### src/design/dss_pkg.sv
// shared constants and codes of the disk sweep scheduler
package dss_pkg;

  // cylinder width and store depth
  localparam int CYL_BITS     = 16;
  localparam int MAX_REQUESTS = 32;
  localparam int CNT_W        = $clog2(MAX_REQUESTS + 1);
  localparam int ADDR_W       = (MAX_REQUESTS > 1) ? $clog2(MAX_REQUESTS) : 1;
  localparam logic [CNT_W-1:0] CNT_MAX = CNT_W'(MAX_REQUESTS);

  // configuration port
  localparam int CFG_IDX_W = 2;
  localparam logic [CFG_IDX_W-1:0] CFG_SWEEP_MODE   = 2'd0;
  localparam logic [CFG_IDX_W-1:0] CFG_MAX_CYLINDER = 2'd1;
  localparam logic [CYL_BITS-1:0]  DEFAULT_MAX_CYL  = CYL_BITS'(4999);

  // sweep modes
  localparam logic MODE_UP_DOWN  = 1'b0;
  localparam logic MODE_CIRCULAR = 1'b1;

  // input request kinds
  localparam logic KIND_LOAD  = 1'b0;
  localparam logic KIND_START = 1'b1;

endpackage

### src/design/dss_ram.sv
// generic single-port-write, single-port-read ram with registered read data
module dss_ram #(
  parameter int WIDTH = 16,
  parameter int DEPTH = 32
) (
  input  logic                                   clk,
  input  logic                                   we,
  input  logic [((DEPTH > 1) ? $clog2(DEPTH) : 1)-1:0] waddr,
  input  logic [WIDTH-1:0]                       wdata,
  input  logic                                   re,
  input  logic [((DEPTH > 1) ? $clog2(DEPTH) : 1)-1:0] raddr,
  output logic [WIDTH-1:0]                       rdata
);

  logic [WIDTH-1:0] mem_r [DEPTH];

  // write port
  always_ff @(posedge clk) begin
    if (we) begin
      mem_r[waddr] <= wdata;
    end
  end

  // registered read, held while re is low
  always_ff @(posedge clk) begin
    if (re) begin
      rdata <= mem_r[raddr];
    end
  end

endmodule

### src/design/disk_sweep_scheduler_top.sv
// top level of the disk sweep scheduler (scan and circular scan ordering)
//
// Usage: the input channel (in_valid / in_stall) takes one request at a time.
// A load request (in_kind = 0) stores in_request_cylinder in a sorted store
// of MAX_REQUESTS entries; a load into a full store gives one result with
// out_rejected = 1. A start request (in_kind = 1) gives the service path:
// the head, then stored cylinders at or above the head ascending, then the
// lower ones descending (sweep mode) or max_cylinder, 0 and the lower ones
// ascending (circular mode). out_last marks the final cylinder; the store is
// then empty. Results leave on out_valid / out_stall through an output
// register; while the receiver stalls the walk simply waits.
// A load walks down from the top of the sorted ram, reading each entry and
// moving it up one place while it is larger than the new cylinder, then
// writes the new cylinder into the gap. A start first scans the store from
// the bottom for the first entry at or above the head, then sends the head,
// max_cylinder and 0 directly and each stored cylinder after its registered
// ram read. in_stall is high whenever a request is
// in work. The cfg port (index 0 sweep_mode, index 1 max_cylinder) is always
// ready. After reset the store is empty, sweep_mode is 0 and max_cylinder is
// 4999; no clearing pass is needed.
module disk_sweep_scheduler_top (
  input  logic                          clk,
  input  logic                          rst_n,
  input  logic                          in_valid,
  output logic                          in_stall,
  input  logic                          in_kind,
  input  logic [dss_pkg::CYL_BITS-1:0]  in_request_cylinder,
  input  logic [dss_pkg::CYL_BITS-1:0]  in_head_cylinder,
  output logic                          out_valid,
  input  logic                          out_stall,
  output logic [dss_pkg::CYL_BITS-1:0]  out_path_cylinder,
  output logic                          out_last,
  output logic                          out_rejected,
  input  logic                          cfg_valid,
  output logic                          cfg_ready,
  input  logic [dss_pkg::CFG_IDX_W-1:0] cfg_index,
  input  logic [dss_pkg::CYL_BITS-1:0]  cfg_data
);
  import dss_pkg::*;

  typedef enum logic [14:0] {
    S_IDLE    = 15'b000000000000001,
    S_INS_RD  = 15'b000000000000010,
    S_INS_CMP = 15'b000000000000100,
    S_SPL_RD  = 15'b000000000001000,
    S_SPL_CMP = 15'b000000000010000,
    S_HEAD    = 15'b000000000100000,
    S_UP_RD   = 15'b000000001000000,
    S_UP_EM   = 15'b000000010000000,
    S_DN_RD   = 15'b000000100000000,
    S_DN_EM   = 15'b000001000000000,
    S_MAX     = 15'b000010000000000,
    S_ZERO    = 15'b000100000000000,
    S_LO_RD   = 15'b001000000000000,
    S_LO_EM   = 15'b010000000000000,
    S_REJ     = 15'b100000000000000
  } state_t;

  state_t               state_r, state_nxt;
  logic [CNT_W-1:0]     count_r, count_nxt;
  logic [CNT_W-1:0]     j_r, j_nxt;
  logic [CNT_W-1:0]     split_r, split_nxt;
  logic [CYL_BITS-1:0]  key_r, key_nxt;
  logic                 mode_r, mode_nxt;
  logic [CYL_BITS-1:0]  max_cyl_r, max_cyl_nxt;
  logic                 out_valid_r, out_valid_nxt;
  logic [CYL_BITS-1:0]  out_cyl_r, out_cyl_nxt;
  logic                 out_last_r, out_last_nxt;
  logic                 out_rej_r, out_rej_nxt;

  logic                 ram_we, ram_re;
  logic [ADDR_W-1:0]    ram_waddr, ram_raddr;
  logic [CYL_BITS-1:0]  ram_wdata, ram_rdata;

  logic [CNT_W-1:0]     jm1, jp1;
  logic                 out_free;
  logic                 em_valid, em_last, em_rej;
  logic [CYL_BITS-1:0]  em_cyl;

  assign jm1       = j_r - CNT_W'(1);
  assign jp1       = j_r + CNT_W'(1);
  assign out_free  = !out_valid_r || !out_stall;
  assign in_stall  = (state_r != S_IDLE);
  assign cfg_ready = 1'b1;

  assign out_valid         = out_valid_r;
  assign out_path_cylinder = out_cyl_r;
  assign out_last          = out_last_r;
  assign out_rejected      = out_rej_r;

  // sorted request store
  dss_ram #(
    .WIDTH (CYL_BITS),
    .DEPTH (MAX_REQUESTS)
  ) u_store (
    .clk   (clk),
    .we    (ram_we),
    .waddr (ram_waddr),
    .wdata (ram_wdata),
    .re    (ram_re),
    .raddr (ram_raddr),
    .rdata (ram_rdata)
  );

  // sequencer: insertion on load, split search and path walk on start
  always_comb begin
    state_nxt   = state_r;
    count_nxt   = count_r;
    j_nxt       = j_r;
    split_nxt   = split_r;
    key_nxt     = key_r;
    mode_nxt    = mode_r;
    max_cyl_nxt = max_cyl_r;
    ram_we      = 1'b0;
    ram_re      = 1'b0;
    ram_waddr   = j_r[ADDR_W-1:0];
    ram_wdata   = key_r;
    ram_raddr   = j_r[ADDR_W-1:0];
    em_valid    = 1'b0;
    em_cyl      = ram_rdata;
    em_last     = 1'b0;
    em_rej      = 1'b0;

    case (state_r)
      S_IDLE: begin
        if (in_valid) begin
          if (in_kind == KIND_LOAD) begin
            if (count_r == CNT_MAX) begin
              state_nxt = S_REJ;
            end else begin
              key_nxt   = in_request_cylinder;
              j_nxt     = count_r;
              state_nxt = S_INS_RD;
            end
          end else begin
            key_nxt   = in_head_cylinder;
            j_nxt     = '0;
            state_nxt = S_SPL_RD;
          end
        end
      end
      S_INS_RD: begin
        if (j_r == '0) begin
          ram_we    = 1'b1;
          count_nxt = count_r + CNT_W'(1);
          state_nxt = S_IDLE;
        end else begin
          ram_re    = 1'b1;
          ram_raddr = jm1[ADDR_W-1:0];
          state_nxt = S_INS_CMP;
        end
      end
      S_INS_CMP: begin
        ram_we = 1'b1;
        if (ram_rdata > key_r) begin
          // move the larger entry up one place
          ram_wdata = ram_rdata;
          j_nxt     = jm1;
          state_nxt = S_INS_RD;
        end else begin
          count_nxt = count_r + CNT_W'(1);
          state_nxt = S_IDLE;
        end
      end
      S_SPL_RD: begin
        if (j_r == count_r) begin
          split_nxt = j_r;
          state_nxt = S_HEAD;
        end else begin
          ram_re    = 1'b1;
          state_nxt = S_SPL_CMP;
        end
      end
      S_SPL_CMP: begin
        if (ram_rdata < key_r) begin
          j_nxt     = jp1;
          state_nxt = S_SPL_RD;
        end else begin
          split_nxt = j_r;
          state_nxt = S_HEAD;
        end
      end
      S_HEAD: begin
        if (out_free) begin
          em_valid = 1'b1;
          em_cyl   = key_r;
          em_last  = (count_r == '0);
          j_nxt    = split_r;
          state_nxt = (count_r == '0) ? S_IDLE : S_UP_RD;
        end
      end
      S_UP_RD: begin
        if (j_r == count_r) begin
          // upper run done, lower entries remain
          if (mode_r == MODE_UP_DOWN) begin
            j_nxt     = split_r;
            state_nxt = S_DN_RD;
          end else begin
            state_nxt = S_MAX;
          end
        end else begin
          ram_re    = 1'b1;
          state_nxt = S_UP_EM;
        end
      end
      S_UP_EM: begin
        if (out_free) begin
          em_valid = 1'b1;
          em_last  = (jp1 == count_r) && (split_r == '0);
          j_nxt    = jp1;
          if (em_last) begin
            count_nxt = '0;
            state_nxt = S_IDLE;
          end else begin
            state_nxt = S_UP_RD;
          end
        end
      end
      S_DN_RD: begin
        ram_re    = 1'b1;
        ram_raddr = jm1[ADDR_W-1:0];
        state_nxt = S_DN_EM;
      end
      S_DN_EM: begin
        if (out_free) begin
          em_valid = 1'b1;
          em_last  = (j_r == CNT_W'(1));
          j_nxt    = jm1;
          if (em_last) begin
            count_nxt = '0;
            state_nxt = S_IDLE;
          end else begin
            state_nxt = S_DN_RD;
          end
        end
      end
      S_MAX: begin
        if (out_free) begin
          em_valid  = 1'b1;
          em_cyl    = max_cyl_r;
          state_nxt = S_ZERO;
        end
      end
      S_ZERO: begin
        if (out_free) begin
          em_valid  = 1'b1;
          em_cyl    = '0;
          j_nxt     = '0;
          state_nxt = S_LO_RD;
        end
      end
      S_LO_RD: begin
        ram_re    = 1'b1;
        state_nxt = S_LO_EM;
      end
      S_LO_EM: begin
        if (out_free) begin
          em_valid = 1'b1;
          em_last  = (jp1 == split_r);
          j_nxt    = jp1;
          if (em_last) begin
            count_nxt = '0;
            state_nxt = S_IDLE;
          end else begin
            state_nxt = S_LO_RD;
          end
        end
      end
      S_REJ: begin
        if (out_free) begin
          em_valid  = 1'b1;
          em_cyl    = '0;
          em_rej    = 1'b1;
          state_nxt = S_IDLE;
        end
      end
      default: begin
        state_nxt = S_IDLE;
      end
    endcase

    // configuration writes
    if (cfg_valid) begin
      if (cfg_index == CFG_SWEEP_MODE) begin
        mode_nxt = cfg_data[0];
      end else if (cfg_index == CFG_MAX_CYLINDER) begin
        max_cyl_nxt = cfg_data;
      end
    end
  end

  // output register
  always_comb begin
    out_valid_nxt = out_valid_r;
    out_cyl_nxt   = out_cyl_r;
    out_last_nxt  = out_last_r;
    out_rej_nxt   = out_rej_r;
    if (em_valid) begin
      out_valid_nxt = 1'b1;
      out_cyl_nxt   = em_cyl;
      out_last_nxt  = em_last;
      out_rej_nxt   = em_rej;
    end else if (!out_stall) begin
      out_valid_nxt = 1'b0;
    end
  end

  // control registers
  always_ff @(posedge clk) begin
    if (!rst_n) begin
      state_r     <= S_IDLE;
      count_r     <= '0;
      mode_r      <= MODE_UP_DOWN;
      max_cyl_r   <= DEFAULT_MAX_CYL;
      out_valid_r <= 1'b0;
    end else begin
      state_r     <= state_nxt;
      count_r     <= count_nxt;
      mode_r      <= mode_nxt;
      max_cyl_r   <= max_cyl_nxt;
      out_valid_r <= out_valid_nxt;
    end
  end

  // payload registers
  always_ff @(posedge clk) begin
    j_r        <= j_nxt;
    split_r    <= split_nxt;
    key_r      <= key_nxt;
    out_cyl_r  <= out_cyl_nxt;
    out_last_r <= out_last_nxt;
    out_rej_r  <= out_rej_nxt;
  end

endmodule
### config.mk
export PLATFORM = sky130hd
export DESIGN_NAME = disk_sweep_scheduler_top
export DESIGN_NICKNAME = d
export VERILOG_FILES = /design/src/design/dss_pkg.sv /design/src/design/dss_ram.sv /design/src/design/disk_sweep_scheduler_top.sv
export SDC_FILE = /design/constraint.sdc
export NUM_CORES = 1
export LEC_CHECK = 0
export BUFFER_PORTS_ARGS = -buffer_cell sky130_fd_sc_hd__buf_4
export CAP_MARGIN = 30
export CORE_MARGIN = 2
export CORE_UTILIZATION = 54
export DETAILED_ROUTE_END_ITERATION = 8
export PLACE_DENSITY_LB_ADDON = 0.08
export SYNTH_ARGS = -nofsm -noshare
export SYNTH_HDL_FRONTEND = slang
export SYNTH_HIERARCHICAL = 1
export SYNTH_SLANG_ARGS = --single-unit
### constraint.sdc
create_clock -name clk -period 4.1 [get_ports clk]
set_input_delay 0.205 -clock clk [delete_from_list [all_inputs] [get_ports clk]]
set_output_delay 0.205 -clock clk [all_outputs]
set_load 0.1 [all_outputs]
==> results of run 1 <==
-- metrics by stage --
step                hold WS [ns]  setup WS [ns]
global route               0.158       0.000846
finish                     0.159          0.140
CTS                        0.129         0.0200
detailed placement         0.421         0.0481
global placement           0.416          0.101
floorplan                  0.306          0.376
-- power groups by stage --
| stage | Combinational, mW | Sequential, mW | Clock [mW] |
|---|---|---|---|
| 2_1_floorplan | 4.19 | 7.63 | 0 |
| 3_3_place_gp | 6.00 | 7.63 | 0 |
| 3_5_place_dp | 6.06 | 7.64 | 0 |
| 4_1_cts | 6.13 | 7.51 | 5.40 |
| 5_1_grt | 6.56 | 7.52 | 5.63 |
| 6_report | 6.20 | 7.51 | 5.30 |
-- critical path, cell delays in order (launching register included) --
cell,delay (ns)
dfxtp_1,0.39
or4_4,0.60
nor2_1,0.26
nand4_1,0.18
a21boi_2,0.25
xnor2_2,0.22
buf_12,0.24
buf_12,0.30
mux2i_1,0.52
a22o_1,0.21
nor3_1,0.06
a31oi_2,0.29
nand3_1,0.13
-- sequential cells by signal, summed over array words and instances (netlist names) --
signal	count
u_store/mem_r	512
key_r	16
max_cyl_r	16
out_path_cylinder	16
u_store/rdata	16
state_r	15
count_r	6
j_r	6
split_r	6
mode_r	1
out_last	1
out_rejected	1
out_valid	1
-- cell usage in the layout, fill, tap and decap left out, types with 22 or more instances in the layout --
cell,count
buf_4,169
nor3_1,26
nand4_1,26
a22oi_1,81
ha_1,22
nand2_1,124
edfxtp_1,574
a21oi_1,67
clkbuf_16,60
inv_1,28
dfxtp_1,39
nand3_1,55
nor2_1,66
dlygate4sd3_1,60
mux2i_1,259
a22o_1,32
-- cell families after synthesis --
family / count (synthesis)
and+or+nand+nor: 384
other: 1
muxes: 276
DFF: 613
adders and majority gates: 22
AOI/OAI and AO/OA: 279
buffers and inverters: 127
xor gates and xnor gates: 32
-- final cells by class --
class	count	area, um^2	share of cell area (%)
clock inverter	38	330	1.09
clock buffer	75	1570	5.19
tap	615	769	2.55
antenna	1	2.50	0.00829
inverter	28	105	0.348
multi-input combinational	994	7320	24.2
sequential	613	18000	59.7
timing repair buffer	240	2090	6.92
-- how the worst min path moves through the flow --
stage                            from                   endpoint  slack (ns)  cells past startpoint
after global routing          in_kind   state_r[14]$_SDFFE_PN0P_        0.16                      3
final                         in_kind   state_r[14]$_SDFFE_PN0P_        0.16                      3
after floorplan              in_valid    state_r[0]$_SDFFE_PN1P_        0.31                      1
after global placement    cfg_data[9]  max_cyl_r[9]$_SDFFE_PN1P_        0.42                      3
after detailed placement  cfg_data[7]  max_cyl_r[7]$_SDFFE_PN1P_        0.42                      3
after CTS                     in_kind   state_r[14]$_SDFFE_PN0P_        0.13                      3
-- synthesized netlist by cell type (all sizes together), types with 5 or more instances --
library cell | n | share of area [%]
nand4b | 5 | 0.17
nand4 | 27 | 0.71
nor2 | 67 | 1.0
nor3 | 27 | 0.54
nand2 | 124 | 1.8
a21o | 8 | 0.23
xnor2 | 20 | 0.67
a21oi | 68 | 1.4
a22oi | 81 | 2.3
nand3b | 6 | 0.17
or3 | 6 | 0.14
buf | 73 | 2.3
mux2 | 17 | 0.74
a22o | 32 | 1.1
ha | 22 | 1.1
inv | 28 | 0.40
clkbuf | 26 | 0.37
xor2 | 10 | 0.34
and3 | 9 | 0.22
nand2b | 7 | 0.18
mux2i | 259 | 10
nor4 | 9 | 0.24
or4 | 6 | 0.20
a31oi | 18 | 0.43
o22ai | 6 | 0.20
o21ai | 41 | 0.79
edfxtp | 574 | 66
and2 | 6 | 0.14
nor2b | 6 | 0.14
nand3 | 55 | 1.1
nor4b | 6 | 0.23
dfxtp | 39 | 3.0
-- per-layer routing --
layer,GRT usage (%),share of wire (%),routed length [um]
met5,0,0,0
met4,12.3,4.7,3180
met3,5.29,7.1,4810
met2,43.8,47,32200
met1,36.4,41,27900
-- repair_timing --
item | 4_1_cts | 5_1_grt
endpoints found under the setup margin | 0 | 6
hold buffers | 60 | 0
endpoints found under the hold margin | 41 | 0
gates resized for setup | 0 | 5
==> flow_metrics.tcl, run 1 <==
set metrics [dict create \
    synth_edf_count 574 \
    p_leak_nw 10.6 \
    outcome "finished, final reports clean" \
    fin_crit_ns 3.96 \
    startpoint_type "flop" \
    overflow 0 \
    core_area_mm2 0.0476 \
    max_freq_mhz 253 \
    synth_fa_ha_area_share_pct 1.06 \
    n_fill_cell 3504 \
    grt_pass1_wl_um 99300 \
    clock_path_buffers 3 \
    start_util_pct 54.6 \
    viasPerCell 6.04 \
    finalPower_mw 19.0 \
    required_ns 4.46 \
    die_y_um 224 \
    worst_r2r_startpoint "state_r[7]$_SDFFE_PN0P_" \
    power.density_cell_area_mw_per_mm2 629 \
    crit_path_end_kind "flop" \
    clkPwrFrac_pct 27.9 \
    synth_mux_area_share_pct 10.7 \
    skew_ns 0.0165 \
    crit_path_start "state_r[7]$_SDFFE_PN0P_" \
    timing.reg2reg.setup_slack_ns 0.14 \
    synth_compound_area_share_pct 7.24 \
    root_buffer "clkbuf_16" \
    cap_viol_max_count 0 \
    post_cts_buffers 0 \
    drt_wl_total_um 68100 \
    synthesis.area_mm2 0.0260 \
    cts-htree-levels 2 \
    r2r_end "u_store/rdata[11]$_DFFE_PP_" \
    avgRoutedWirePerCell_um 26.2 \
    cp_max_fo 39 \
    seq_power_share_pct 39.5 \
    synth-seq-cells 613 \
    hold_viol 0 \
    synth_cell_type_count 74 \
    grt_pass1_vias 15300 \
    die_w_um 224 \
    ys_seq_area_share_pct 69.2 \
    dp_hpwl_um 43600 \
    synth_simple_gate_area_share_pct 7.51 \
    drtAntennaViolNets 0 \
    pwr-share-comb_pct 32.6 \
    final_core_util_pct 63.4 \
    grt_max_degree 61 \
    avgSynthCellArea_um2 15.0 \
    slew_headroom_pct 25.0 \
    synth.net_count 1812 \
    dieArea_mm2 0.0500 \
    yosys_most_used_dff "edfxtp_1" \
    route.detailed.drc 0 \
    clk_latency_ns 0.63 \
    firstDrtPassIters 7 \
    rsz0062_at_grt "no" \
    grtUsageTotal_pct 27.3 \
    cts_tree "yes" \
    synth_warnings 6 \
    period_share_pct 96.6 \
    hp-class "in2reg" \
    p_int_mw 12.6 \
    gp_congestion 0.860 \
    synth_xor_area_share_pct 1.18 \
    reg2reg_depth 12 \
    cts_num_sinks 613 \
    dr_total_vias 15700 \
    placed_cell_area_mm2 0.0277 \
    antenna_found_initial 0 \
    drv_slew 0 \
    design_area_mm2 0.0302 \
    drive_above_1_share_pct 16.5 \
    synth_cells 1734 \
    async_reset_ff_share_pct 0 \
    critPathKind "reg2reg" \
    area_growth_pct 16.0 \
    setup_tns_ns 0 \
    switching_share_pct 33.5 \
    dpl.cell_count 2430 \
    vdd_ir_drop_max_mv 0.467 \
    cts_buffers 60 \
    synth_top_family_by_area "multiplexers" \
    layout.nets 2015 \
    cts.clk_slew.worst_paths_ns 0.06 \
    worst_ep_arrival_time_ns 4.32 \
    worst_pin_slew_ns 1.10 \
    setup_viol 0 \
    netSwitchingPower_mw 6.36 \
    dr.first_iter.drc_count 1476 \
    numPortBuffers 75 \
    setup.worst_path.end "u_store/rdata[11]$_DFFE_PP_" \
    io_pins 77 \
    fin_cells 2604 \
    row_count 80 \
]
(Power assumes the default switching activity.)
==> inputs of run 2 (changes only) <==
==> constraint.sdc (replaced) <==
create_clock -name clk -period 3.4 [get_ports clk]
set_input_delay 0.17 -clock clk [delete_from_list [all_inputs] [get_ports clk]]
set_output_delay 0.17 -clock clk [all_outputs]
set_load 0.01 [all_outputs]
==> run 2 against run 1 <==
Clock power rose by 36%. Final cell count increased by 3.9%. Core utilization increased by 4.1 points. Clock-buffer cell count grew 9. Sequential share of layout area decreased by 3.6 points. Combinational power increased by 50%. Die area did not move. Critical endpoint is now u_store/rdata[1]$_DFFE_PP_.
==> flow_metrics.tcl, run 2 (same netlist as run 1, synthesis figures left out) <==
set metrics [dict create \
    outcome "finished, final reports clean" \
    row_count 80 \
    slowest_delay_ns 0.56 \
    clock_path_buffers 3 \
    cap_viol_max_count 0 \
    core_area_mm2 0.0476 \
    vdd_ir_drop_max_mv 0.509 \
    dr_total_vias 16200 \
    drtAntennaViolNets 0 \
    cts_num_sinks 613 \
    cts-htree-levels 3 \
    setup_viol 0 \
    finalPower_mw 25.5 \
    worst_pin_slew_ns 0.907 \
    drive_above_1_share_pct 21.4 \
    antenna_found_initial 0 \
    dieArea_mm2 0.0500 \
    largest_reg_flops 512 \
    gp_congestion 0.902 \
    placed_cell_area_mm2 0.0287 \
    crit_path_start "state_r[6]$_SDFFE_PN0P_" \
    power.density_cell_area_mw_per_mm2 793 \
    cts.clk_slew.worst_paths_ns 0.06 \
    rsz0062_at_grt "yes" \
    hp-class "in2reg" \
    final_cell_mix "574 x edfxtp_1, 250 x mux2i_1, 207 x buf_4" \
    crit_slowest_cell "or4_4" \
    cp_cell_sequence "or4_4 > nor2_4 > nand4_1 > a21boi_4 > buf_6 > xnor2_4 > buf_8 > buf_12 > buf_4 > mux2i_1 > a22o_1 > nor3_1 > buf_4 > a31oi_1 > nand3_1" \
    layout_commonest_cell "edfxtp_1" \
    top_usage_layer "met2" \
    fin_crit_ns 3.37 \
    p_leak_nw 11.5 \
    period_share_pct 99.1 \
    max_freq_mhz 297 \
    worst_ep_arrival_time_ns 3.73 \
    viasPerCell 5.98 \
    clk_latency_ns 0.61 \
    avgRoutedWirePerCell_um 25.3 \
    use_met3_pct 5.04 \
    drv_slew 0 \
    dr.first_iter.drc_count 1702 \
    overflow 0 \
    use_met1_pct 36.1 \
    diodes 0 \
    cts_tree "yes" \
    cp_common_cell "buf_4" \
    dp_hpwl_um 42500 \
    cts_buffers 66 \
    gr-usage-met2_pct 43.9 \
    area_growth_pct 23.6 \
    route.detailed.drc 0 \
    worst_r2r_startpoint "state_r[6]$_SDFFE_PN0P_" \
    design_area_mm2 0.0322 \
    skew_ns 0.0279 \
    firstDrtPassIters 7 \
    n_fill_cell 3283 \
    drt_wl_total_um 68400 \
    grtUsageTotal_pct 27.0 \
    top_register "u_store/mem_r" \
    slew_headroom_pct 39.5 \
    grt_pass1_vias 16200 \
    cp_max_fo 7 \
    root_buffer "clkbuf_16" \
    final_core_util_pct 67.5 \
    grt_pass1_wl_um 99600 \
    io_pins 77 \
    start_util_pct 54.6 \
    numPortBuffers 75 \
    critPathKind "reg2reg" \
    crit_path_end_kind "flop" \
    layout.nets 2118 \
    die_y_um 224 \
    hold_viol 0 \
    required_ns 3.76 \
    die_w_um 224 \
    startpoint_type "flop" \
    grt_max_degree 41 \
    min-delay-start "out_stall" \
]
run 2: changes by cell type in the layout (fill, tap and decap cells not counted), sizes merged:
cell / delta
clkinvlp: -4
diode: -1
buf: +89
bufinv: +4
bufbuf: +1
clkbuf: +17
clkinv: -4
dlygate4sd3: -1
run 2: timing repair:
action / in CTS / in global routing
endpoints found under the hold margin: 40 / 0
buffers inserted: 3 / 13
hold buffers: 59 / 0
pin swaps: 4 / 13
endpoints found under the setup margin: 15 / 31
resized for setup: 20 / 34
gates cloned: 2 / 8
run 2: power by group:
group / switching (mW) / internal, mW / total (mW)
Clock: 2.88 / 4.33 / 7.22
Sequential: 0.115 / 8.90 / 9.01
Combinational: 5.14 / 4.13 / 9.27
Total: 8.14 / 17.4 / 25.5
run 2: path summary, 6_finish.rpt:
kind	endpoint	slack, ns	cells past startpoint
setup / recovery	u_store/rdata[1]$_DFFE_PP_	0.03	15
setup reg to reg	u_store/rdata[1]$_DFFE_PP_	0.03	15
hold reg to reg	max_cyl_r[6]$_SDFFE_PN0P_	0.46	2
hold / removal	out_valid$_SDFFE_PN0P_	0.03	3
run 2: worst max-delay path, delay by kind of cell (launching register included):
| kind | cells | cell delay [ns] |
|---|---|---|
| simple gates | 5 | 1.01 |
| buf+inv | 5 | 0.76 |
| compound gates | 3 | 0.58 |
| xor+xnor | 1 | 0.23 |
| mux | 1 | 0.20 |
| flops | 1 | 0.33 |
run 2: layout make-up:
cell class,instances,area [um^2],area share [%]
flip-flops and latches,613,18000,56.0
multi-input cells,994,7490,23.3
repair buffers,337,3600,11.2
clock buffers,84,1780,5.54
well taps,615,769,2.39
clock inverters,34,395,1.23
inverters,28,105,0.327
run 2: per-layer routing:
metal	part of all wire (%)	wire, um
met1	42	28600
met2	47	32400
met3	6.6	4540
met4	4.2	2840
met5	0	0
run 2: metrics by stage:
| step | setup TNS (ns) | hold slack [ns] | setup WS [ns] | std cells |
|---|---|---|---|---|
| after floorplan | -46.47 | 0.271 | -0.290 | 1734 |
| after global placement | -0.984 | 0.387 | -0.231 | 2503 |
| after detailed placement | -1.64 | 0.396 | -0.297 | 2503 |
| after CTS | 0 | 0.000242 | 0.00299 | 2685 |
| after global routing | -0.114 | 0.0268 | -0.0283 | 2705 |
| final | 0 | 0.0261 | 0.0323 | 2705 |
